$ cat config.mk
export PLATFORM = sky130hd
export DESIGN_NAME = event_rate_meter_flat
export DESIGN_NICKNAME = d
export VERILOG_FILES = /design/src/hw/rtl/erm_pkg.sv /design/src/hw/rtl/erm_if.sv /design/src/hw/rtl/erm_mul.sv /design/src/hw/rtl/erm_div.sv /design/src/hw/rtl/event_rate_meter.sv /design/src/flat_wrapper.sv
export SDC_FILE = /design/constraint.sdc
export NUM_CORES = 2
export LEC_CHECK = 0
export BUFFER_PORTS_ARGS = -buffer_cell sky130_fd_sc_hd__buf_2
export CAP_MARGIN = 40
export CORE_ASPECT_RATIO = 1.25
export CORE_MARGIN = 2
export CORE_UTILIZATION = 37
export CTS_CLUSTER_DIAMETER = 200
export DETAILED_ROUTE_END_ITERATION = 8
export MAX_ROUTING_LAYER = met4
export PLACE_DENSITY = 0.6
export SYNTH_ARGS = -nofsm -noshare
export SYNTH_HDL_FRONTEND = slang
export SYNTH_SLANG_ARGS = --single-unit
$ cat constraint.sdc
create_clock -name clk -period 7.12 [get_ports clk]
set_input_delay 0.356 -clock clk [delete_from_list [all_inputs] [get_ports clk]]
set_output_delay 0.356 -clock clk [all_outputs]
set_load 0.05 [all_outputs]
$ cat src/hw/rtl/erm_pkg.sv
`timescale 1ns / 1ps

package erm_pkg;

  // fixed field widths
  localparam int TIME_IN_W = 48;
  localparam int RATE_W    = 40;
  localparam int PCT_W     = 7;

  // parameter defaults
  localparam int DEF_COUNT_WIDTH = 32;
  localparam int DEF_TIME_WIDTH  = 48;
  localparam int DEF_FRAC_BITS   = 8;

  // microseconds per second, fed to the multiplier one bit per cycle
  localparam int MPLR_W = 20;
  localparam logic [MPLR_W-1:0] US_PER_S = MPLR_W'(1000000);

  localparam int PCT_DIV = 100;
  localparam logic [PCT_W-1:0] PCT_RESET = PCT_W'(3);

  typedef enum logic [3:0] {
    S_IDLE,
    S_FIRST,
    S_RMUL_GO,
    S_RMUL,
    S_RDIV_GO,
    S_RDIV,
    S_CHECK,
    S_TMUL_GO,
    S_TMUL,
    S_TDIV_GO,
    S_TDIV
  } state_t;

  typedef struct packed {
    logic busy;
    logic done;
  } unit_stat_t;

  function automatic int imax(input int a, input int b);
    return (a > b) ? a : b;
  endfunction

endpackage

$ cat src/hw/rtl/erm_if.sv
`timescale 1ns / 1ps

interface event_in_if;
  import erm_pkg::*;

  logic                 valid;
  logic                 ready;
  logic [TIME_IN_W-1:0] event_time_us;

  modport source (output valid, output event_time_us, input ready);
  modport sink (input valid, input event_time_us, output ready);
endinterface

interface result_out_if;
  import erm_pkg::*;

  logic              valid;
  logic              ready;
  logic [RATE_W-1:0] rate_q8;
  logic              rate_valid;
  logic              significant_change;

  modport source (output valid, output rate_q8, output rate_valid,
                  output significant_change, input ready);
  modport sink (input valid, input rate_q8, input rate_valid,
                input significant_change, output ready);
endinterface

$ cat src/hw/rtl/erm_mul.sv
`timescale 1ns / 1ps

// Shift-add multiplier: one multiplier bit per cycle, stops once the
// remaining multiplier bits are all zero.
module erm_mul #(
  parameter int A_W = 40
) (
  input  logic                                clk,
  input  logic                                rst,
  input  logic                                start,
  input  logic [A_W-1:0]                      a,
  input  logic [erm_pkg::MPLR_W-1:0]          b,
  output logic [A_W+erm_pkg::MPLR_W-1:0]      product,
  output erm_pkg::unit_stat_t                 stat
);
  import erm_pkg::*;

  localparam int P_W = A_W + MPLR_W;

  logic             busy;
  logic [P_W-1:0]   acc;
  logic [P_W-1:0]   mc;
  logic [MPLR_W-1:0] mp;

  always_ff @(posedge clk) begin
    if (rst) begin
      busy <= 1'b0;
    end else if (start) begin
      busy <= 1'b1;
    end else if (busy && mp == '0) begin
      busy <= 1'b0;
    end
  end

  always_ff @(posedge clk) begin
    if (start) begin
      acc <= '0;
      mc  <= P_W'(a);
      mp  <= b;
    end else if (busy && mp != '0) begin
      acc <= acc + (mp[0] ? mc : '0);
      mc  <= mc << 1;
      mp  <= mp >> 1;
    end
  end

  assign product   = acc;
  assign stat.busy = busy;
  assign stat.done = busy && (mp == '0);

endmodule

$ cat src/hw/rtl/erm_div.sv
`timescale 1ns / 1ps

// Restoring divider, one quotient bit per cycle. The quotient is RATE_W bits;
// when the dividend bits above the quotient already reach the divisor the
// quotient cannot fit and the result saturates (this covers a zero divisor).
module erm_div #(
  parameter int N_W = 84,
  parameter int D_W = 48
) (
  input  logic                        clk,
  input  logic                        rst,
  input  logic                        start,
  input  logic [N_W-1:0]              dividend,
  input  logic [D_W-1:0]              divisor,
  output logic [erm_pkg::RATE_W-1:0]  quotient,
  output erm_pkg::unit_stat_t         stat
);
  import erm_pkg::*;

  localparam int TOP_W = N_W - RATE_W;
  localparam int CMP_W = imax(TOP_W, D_W);
  localparam int CNT_W = $clog2(RATE_W + 1);

  logic              busy;
  logic              sat;
  logic [CNT_W-1:0]  cnt;
  logic [D_W-1:0]    dvs;
  logic [D_W-1:0]    rem;
  logic [RATE_W-1:0] qsh;
  logic [D_W:0]      rem2;
  logic [D_W:0]      rem_sub;
  logic              ge;
  logic              top_ge;

  assign top_ge  = CMP_W'(dividend[N_W-1:RATE_W]) >= CMP_W'(divisor);
  assign rem2    = {rem, qsh[RATE_W-1]};
  assign ge      = rem2 >= {1'b0, dvs};
  assign rem_sub = rem2 - {1'b0, dvs};

  always_ff @(posedge clk) begin
    if (rst) begin
      busy <= 1'b0;
    end else if (start) begin
      busy <= 1'b1;
    end else if (busy && cnt == '0) begin
      busy <= 1'b0;
    end
  end

  // qsh starts as the low dividend bits and fills with quotient bits
  always_ff @(posedge clk) begin
    if (start) begin
      sat <= top_ge;
      cnt <= CNT_W'(RATE_W);
      dvs <= divisor;
      rem <= D_W'(dividend[N_W-1:RATE_W]);
      qsh <= dividend[RATE_W-1:0];
    end else if (busy && cnt != '0) begin
      cnt <= cnt - 1'b1;
      rem <= ge ? rem_sub[D_W-1:0] : rem2[D_W-1:0];
      qsh <= {qsh[RATE_W-2:0], ge};
    end
  end

  assign quotient  = sat ? '1 : qsh;
  assign stat.busy = busy;
  assign stat.done = busy && (cnt == '0);

endmodule

$ cat src/hw/rtl/event_rate_meter.sv
`timescale 1ns / 1ps

// Channel | Dir | Beat payload
// --------+-----+----------------------------------------------------
// evt     | in  | event_time_us
// res     | out | rate_q8, rate_valid, significant_change
//
// Events after the first run a 20-step shift-add multiply by 1e6 and a
// 40-step restoring divide. When a significant change refreshes the
// threshold, a second multiply (percent) and divide (by 100) run before
// the next event is taken. rst is synchronous; it clears the count, start
// time, accepted rate and threshold and sets percent to 3. A stalled res
// holds its beat; the block keeps working and waits only when a new result
// meets a full output.
module event_rate_meter #(
  parameter int COUNT_WIDTH = erm_pkg::DEF_COUNT_WIDTH,
  parameter int TIME_WIDTH  = erm_pkg::DEF_TIME_WIDTH,
  parameter int FRAC_BITS   = erm_pkg::DEF_FRAC_BITS
) (
  input  logic                     clk,
  input  logic                     rst,
  input  logic                     cfg_wr_en,
  input  logic [erm_pkg::PCT_W-1:0] cfg_wr_data,
  event_in_if.sink                 evt,
  result_out_if.source             res
);
  import erm_pkg::*;

  localparam int MC_W  = imax(COUNT_WIDTH, RATE_W);
  localparam int P_W   = MC_W + MPLR_W;
  localparam int DIV_N = imax(COUNT_WIDTH + MPLR_W + FRAC_BITS, RATE_W + PCT_W);

  state_t state, state_next;

  logic [COUNT_WIDTH-1:0] count;
  logic [TIME_WIDTH-1:0]  start_time;
  logic [TIME_WIDTH-1:0]  elapsed;
  logic [TIME_WIDTH-1:0]  now;
  logic [RATE_W-1:0]      accepted_rate;
  logic [RATE_W-1:0]      change_threshold;
  logic [PCT_W-1:0]       percent;

  logic              ovalid;
  logic [RATE_W-1:0] orate;
  logic              orv;
  logic              osig;

  logic in_ready, mul_start, div_start, sel_thr, load_out, out_free;
  logic accept;

  logic [MC_W-1:0]   mul_a;
  logic [MPLR_W-1:0] mul_b;
  logic [P_W-1:0]    product;
  unit_stat_t        mul_stat;

  logic [DIV_N-1:0]      div_n;
  logic [TIME_WIDTH-1:0] div_d;
  logic [RATE_W-1:0]     quotient;
  unit_stat_t            div_stat;

  logic [RATE_W-1:0] diff;
  logic              sig;

  assign now      = TIME_WIDTH'(evt.event_time_us);
  assign accept   = evt.valid && in_ready;
  assign out_free = !ovalid || res.ready;

  assign evt.ready              = in_ready;
  assign res.valid              = ovalid;
  assign res.rate_q8            = orate;
  assign res.rate_valid         = orv;
  assign res.significant_change = osig;

  // operand select for the shared units
  assign mul_a = sel_thr ? MC_W'(accepted_rate) : MC_W'(count);
  assign mul_b = sel_thr ? MPLR_W'(percent) : US_PER_S;
  assign div_n = sel_thr ? DIV_N'(product) : (DIV_N'(product) << FRAC_BITS);
  assign div_d = sel_thr ? TIME_WIDTH'(PCT_DIV) : elapsed;

  erm_mul #(.A_W(MC_W)) u_mul (
    .clk     (clk),
    .rst     (rst),
    .start   (mul_start),
    .a       (mul_a),
    .b       (mul_b),
    .product (product),
    .stat    (mul_stat)
  );

  erm_div #(.N_W(DIV_N), .D_W(TIME_WIDTH)) u_div (
    .clk      (clk),
    .rst      (rst),
    .start    (div_start),
    .dividend (div_n),
    .divisor  (div_d),
    .quotient (quotient),
    .stat     (div_stat)
  );

  always_comb begin
    diff = (accepted_rate > quotient) ? accepted_rate - quotient
                                      : quotient - accepted_rate;
    sig  = diff > change_threshold;
  end

  // next state
  always_comb begin
    state_next = state;
    case (state)
      S_IDLE: begin
        if (accept) state_next = (count == '0) ? S_FIRST : S_RMUL_GO;
      end
      S_FIRST: begin
        if (out_free) state_next = S_IDLE;
      end
      S_RMUL_GO: state_next = S_RMUL;
      S_RMUL: begin
        if (mul_stat.done) state_next = S_RDIV_GO;
      end
      S_RDIV_GO: state_next = S_RDIV;
      S_RDIV: begin
        if (div_stat.done) state_next = S_CHECK;
      end
      S_CHECK: begin
        if (out_free) state_next = sig ? S_TMUL_GO : S_IDLE;
      end
      S_TMUL_GO: state_next = S_TMUL;
      S_TMUL: begin
        if (mul_stat.done) state_next = S_TDIV_GO;
      end
      S_TDIV_GO: state_next = S_TDIV;
      S_TDIV: begin
        if (div_stat.done) state_next = S_IDLE;
      end
      default: state_next = S_IDLE;
    endcase
  end

  // state outputs
  always_comb begin
    in_ready  = 1'b0;
    mul_start = 1'b0;
    div_start = 1'b0;
    sel_thr   = 1'b0;
    load_out  = 1'b0;
    case (state)
      S_IDLE:           in_ready = 1'b1;
      S_FIRST, S_CHECK: load_out = out_free;
      S_RMUL_GO:        mul_start = 1'b1;
      S_RDIV_GO:        div_start = 1'b1;
      S_TMUL_GO: begin
        mul_start = 1'b1;
        sel_thr   = 1'b1;
      end
      S_TDIV_GO: begin
        div_start = 1'b1;
        sel_thr   = 1'b1;
      end
      default: ;
    endcase
  end

  always_ff @(posedge clk) begin
    if (rst) begin
      state            <= S_IDLE;
      count            <= '0;
      start_time       <= '0;
      accepted_rate    <= '0;
      change_threshold <= '0;
      percent          <= PCT_RESET;
      ovalid           <= 1'b0;
    end else begin
      state <= state_next;
      if (cfg_wr_en) percent <= cfg_wr_data;
      if (accept) begin
        if (count != '1) count <= count + 1'b1;
        if (count == '0) start_time <= now;
      end
      if (state == S_CHECK && out_free && sig) accepted_rate <= quotient;
      if (state == S_TDIV && div_stat.done) change_threshold <= quotient;
      // drop the beat once taken, hold it otherwise
      if (load_out) ovalid <= 1'b1;
      else if (res.ready) ovalid <= 1'b0;
    end
  end

  always_ff @(posedge clk) begin
    if (accept) elapsed <= now - start_time;
    if (load_out) begin
      if (state == S_FIRST) begin
        orate <= '0;
        orv   <= 1'b0;
        osig  <= 1'b0;
      end else begin
        orate <= quotient;
        orv   <= 1'b1;
        osig  <= sig;
      end
    end
  end

`ifndef NO_ASSERTIONS
  a_mul_done_state: assert property (@(posedge clk) disable iff (rst)
    mul_stat.done |-> (state == S_RMUL || state == S_TMUL))
    else $error("multiplier finished outside a multiply wait");

  a_div_done_state: assert property (@(posedge clk) disable iff (rst)
    div_stat.done |-> (state == S_RDIV || state == S_TDIV))
    else $error("divider finished outside a divide wait");

  a_no_overwrite: assert property (@(posedge clk) disable iff (rst)
    load_out |-> (!ovalid || res.ready))
    else $error("result loaded over a pending beat");

  a_count_mono: assert property (@(posedge clk) disable iff (rst)
    !$past(rst) |-> count >= $past(count))
    else $error("event count went down");

  a_sig_has_rate: assert property (@(posedge clk) disable iff (rst)
    (ovalid && osig) |-> orv)
    else $error("change flagged without a rate");
`endif

endmodule
$ cat src/flat_wrapper.sv
// flat-port wrapper written by rule: the top's interface ports become plain ports
module event_rate_meter_flat import erm_pkg::*;
#(
  parameter int COUNT_WIDTH = erm_pkg::DEF_COUNT_WIDTH,
  parameter int TIME_WIDTH  = erm_pkg::DEF_TIME_WIDTH,
  parameter int FRAC_BITS   = erm_pkg::DEF_FRAC_BITS
)
  (clk, rst, cfg_wr_en, cfg_wr_data, evt_valid, evt_event_time_us, evt_ready, res_valid, res_rate_q8, res_rate_valid, res_significant_change, res_ready);
  event_in_if evt_i ();
  result_out_if res_i ();
  input  logic clk;
  input  logic rst;
  input  logic cfg_wr_en;
  input  logic [erm_pkg::PCT_W-1:0] cfg_wr_data;
  input wire logic [$bits(evt_i.valid)-1:0] evt_valid;
  input wire logic [$bits(evt_i.event_time_us)-1:0] evt_event_time_us;
  output wire logic [$bits(evt_i.ready)-1:0] evt_ready;
  output wire logic [$bits(res_i.valid)-1:0] res_valid;
  output wire logic [$bits(res_i.rate_q8)-1:0] res_rate_q8;
  output wire logic [$bits(res_i.rate_valid)-1:0] res_rate_valid;
  output wire logic [$bits(res_i.significant_change)-1:0] res_significant_change;
  input wire logic [$bits(res_i.ready)-1:0] res_ready;
  assign evt_i.valid = evt_valid;
  assign evt_i.event_time_us = evt_event_time_us;
  assign evt_ready = evt_i.ready;
  assign res_valid = res_i.valid;
  assign res_rate_q8 = res_i.rate_q8;
  assign res_rate_valid = res_i.rate_valid;
  assign res_significant_change = res_i.significant_change;
  assign res_i.ready = res_ready;
  event_rate_meter #(.COUNT_WIDTH(COUNT_WIDTH), .TIME_WIDTH(TIME_WIDTH), .FRAC_BITS(FRAC_BITS)) u_core (.clk(clk), .rst(rst), .cfg_wr_en(cfg_wr_en), .cfg_wr_data(cfg_wr_data), .evt(evt_i), .res(res_i));
endmodule
==> out/metrics.yaml <==
outcome:
  status: "finished, final reports clean"
timing:
  fmax_mhz: 152
  relSlewSlack_pct: 37.3
  slew_violations: 0
  finalClockSkew_ns: 0.0274
  tightestPinTransition_ns: 0.931
  setup_viol: 0
  layout_min_cycle_time_ns: 6.60
  grt_setup_unrepaired: "false"
  period_share_pct: 92.7
  finalHoldViolations: 0
  setup_tns_ns: 0
synthesis:
  syn-instance-count: 4505
  synth_edf_count: 259
  synth-seq-area-share_pct: 36.8
  yosysWarnings: 0
  synthFlopType: "dfxtp_1"
  synth_area_um2: 36800
  synth_nets: 4864
  synth_seq_cells: 547
  async_flop_share_pct: 0
  syn_avg_cell_area_um2: 8.17
  synth.distinct_cells: 91
detailed_routing:
  dr.pass1.iters: 5
  viasPerCell: 5.36
  wl_per_cell_um: 18.2
  drt-initial-drc-count: 1907
  vias: 31600
  finalWirelength_mm: 107
  drc: 0
  antenna_left: 0
placement:
  io_buffers: 103
  dpl.hpwl_mm: 81.2
  gp_congestion: 0.931
clock_tree:
  cts_root_buf: "clkbuf_16"
  cts_max_level: 2
  clk_path_buf_depth: 3
  clk_pin_slew_ns: 0.07
  clock_sinks: 547
  cts_tree: "built"
  clk_latency_ns: 0.66
  cts_buffers: 61
floorplanning:
  fp-row-count: 129
  die-area_um2: 102000
  ios: 104
  fp.dieW_um: 286
  start_util_pct: 37.3
  core_um2: 98800
  fp.dieH_um: 357
worst_hold_path:
  hold_path.class: "primary input to register"
  worstHoldStart: "cfg_wr_en"
critical_path:
  cp.required_ns: 7.67
  crit_path_end_kind: "register"
  critical_path.max_fanout: 58
  cp-start-kind: "register"
  worstSetupPathType: "register to register"
  crit_start: "u_core.u_div.sat"
  r2r_start: "u_core.u_div.sat"
  crit_arrival_ns: 7.15
pwr:
  vdd.ir_drop.worst_mv: 0.243
  p_comb_share_pct: 40.7
  swShare_pct: 39.7
  p_leak_nw: 16.2
  total_power_mw: 13.9
  p_sw_mw: 5.51
  pwr_density_cell_nw_per_um2: 337
  seq_power_share_pct: 34.6
  intPower_mw: 8.38
  p_clk_share_pct: 24.8
flow_run:
  maxCapViolations: 0
cells_and_area:
  syn2layout_area_growth_pct: 12.0
  drive_above_1_share_pct: 6.98
  layout.nets: 4890
  diodes: 0
  fin_util_pct: 41.7
global_routing:
  grt_max_degree: 96
  grt_first_pass_wirelength_mm: 169
  grt_use_total_pct: 21.1
  antenna_found_initial: 0
  grt_pass1_vias: 30400
  grt_overflow_total: 0
## state kept, by name, summed over array words and instances (netlist names), 4 cells and up
signal and cells:
u_core.u_div.qsh 40, u_core.u_mul.mp 20, u_core.u_div.dvs 48, u_core.accepted_rate 40, u_core.res.rate_q8 40, u_core.u_mul.mc 60, u_core.elapsed 48, u_core.count 32
u_core.u_div.rem 48, u_core.percent 7, u_core.change_threshold 40, u_core.u_mul.product 60, u_core.state 4, u_core.u_div.cnt 6, u_core.start_time 48
## cells in the mapped netlist, drive strengths merged, types with 13 or more instances
cell / n / area share, %
buf: 47 / 0.67
a31oi: 92 / 1.6
nand2b: 26 / 0.44
or3: 20 / 0.34
xor2: 76 / 1.8
and3: 27 / 0.46
a211oi: 112 / 2.3
o21ai: 195 / 2.7
clkbuf: 199 / 2.0
nand3: 85 / 1.2
ha: 294 / 10
nand4: 65 / 1.1
a21o: 152 / 3.1
edfxtp: 259 / 21
o21a: 34 / 0.69
xnor2: 109 / 2.6
nor2: 491 / 5.0
o31ai: 16 / 0.36
nor4: 33 / 0.56
o21bai: 64 / 1.3
inv: 318 / 3.2
a22o: 14 / 0.33
nor2b: 35 / 0.62
dfxtp: 288 / 16
a21oi: 447 / 6.1
mux2i: 42 / 1.1
a221oi: 13 / 0.34
nor3: 61 / 0.86
o211ai: 15 / 0.32
and2: 113 / 1.9
or2: 19 / 0.32
nand2: 601 / 6.1
## routing by layer
layer	global-route usage, %	share of wire [%]	vias up
met3	2.12	3.5	163
met1	25.7	44	14800
met4	6.57	3.2	0
met5	-	0	-
li1	-	-	15900
met2	36.6	49	633
## power groups by stage
stage | combinational, mW | sequential (mW) | clock, mW
2_1_floorplan | 4.06 | 4.93 | 0
3_3_place_gp | 5.58 | 4.85 | 0
3_5_place_dp | 5.62 | 4.86 | 0
4_1_cts | 5.66 | 4.80 | 3.53
5_1_grt | 6.32 | 4.88 | 3.65
6_report | 5.65 | 4.80 | 3.44
## metrics by stage
| stage | cells | setup WS [ns] | cell area, um^2 | hold WS (ns) |
|---|---|---|---|---|
| 2_1_floorplan | 4505 | 1.32 | 36800 | 0.436 |
| 3_3_place_gp | 5715 | 0.365 | 38400 | 0.442 |
| 3_5_place_dp | 5718 | 0.248 | 38400 | 0.447 |
| 4_1_cts | 5889 | 0.230 | 41200 | 0.0565 |
| 5_1_grt | 5894 | 0.154 | 41200 | 0.102 |
| 6_report | 5894 | 0.520 | 41200 | 0.0959 |
## worst max-delay path: stages, from the launching register on
cell and delay [ns]:
edfxtp_1 0.38, buf_4 0.22, nor2_1 0.28, inv_1 0.11, ha_1 0.41, a31oi_1 0.35
o21ai_0 0.17, a21o_1 0.23, a211oi_2 0.42, o221ai_2 0.23, o21ai_4 0.36, buf_12 0.16
buf_4 0.21, nand3b_1 0.10, o21ai_0 0.11, xnor2_1 0.16, ha_1 0.27, o21a_1 0.10
o21ai_0 0.37, a21oi_1 0.13, o31ai_1 0.61, nand4_1 0.25, nand4_1 0.22, buf_12 0.29
nor2_1 0.07, a211oi_1 0.24
## final timing paths
check / to / slack, ns / cells past startpoint
min: u_core.percent[0] / 0.1 / 2
max reg2reg: u_core.accepted_rate[0] / 0.52 / 25
max: u_core.accepted_rate[0] / 0.52 / 25
min reg2reg: u_core.start_time[12] / 0.45 / 2
## cells by family (layout without fill, tap and decap cells)
family,Yosys count,after routing,synth area share [%]
xor+xnor,185,185,4.40
simple gates,1612,1612,19.7
fa+ha+maj,299,299,10.3
buf+inv,564,643,5.94
mux,44,44,1.20
flops,547,547,36.8
compound gates,1254,1254,21.6
## cell usage in the layout (no fill, tap or decap), types with 20 or more instances in the layout
cell type / count
a211oi_1: 111
a21o_1: 152
a21oi_1: 445
a31oi_1: 92
and2_1: 110
and3_1: 27
buf_2: 102
buf_4: 46
clkbuf_16: 61
dfxtp_1: 288
dlygate4sd3_1: 55
edfxtp_1: 259
ha_1: 294
inv_1: 313
mux2i_1: 42
nand2_1: 600
nand2b_1: 25
nand3_1: 85
nand4_1: 65
nor2_1: 487
nor2b_1: 33
nor3_1: 58
nor4_1: 32
o21a_1: 34
o21ai_0: 186
o21bai_1: 64
or3_1: 20
xnor2_1: 109
xor2_1: 76
## timing repair
item                       4_1_cts  5_1_grt
setup endpoints to repair        0       40
buffers inserted                 0        5
gates resized for setup          0        1
hold endpoints to repair        55        0
hold buffers                    55        0
## final cells by class
| cell class | count | area [um^2] |
|---|---|---|
| clock buffer | 76 | 1640 |
| clock inverter | 40 | 526 |
| fill | 10000 | 57600 |
| inverter | 318 | 1200 |
| multi-input combinational | 3394 | 21200 |
| sequential | 547 | 13500 |
| tap | 1310 | 1640 |
| timing repair buffer | 209 | 1500 |
Power figures use the tool's default switching activity.
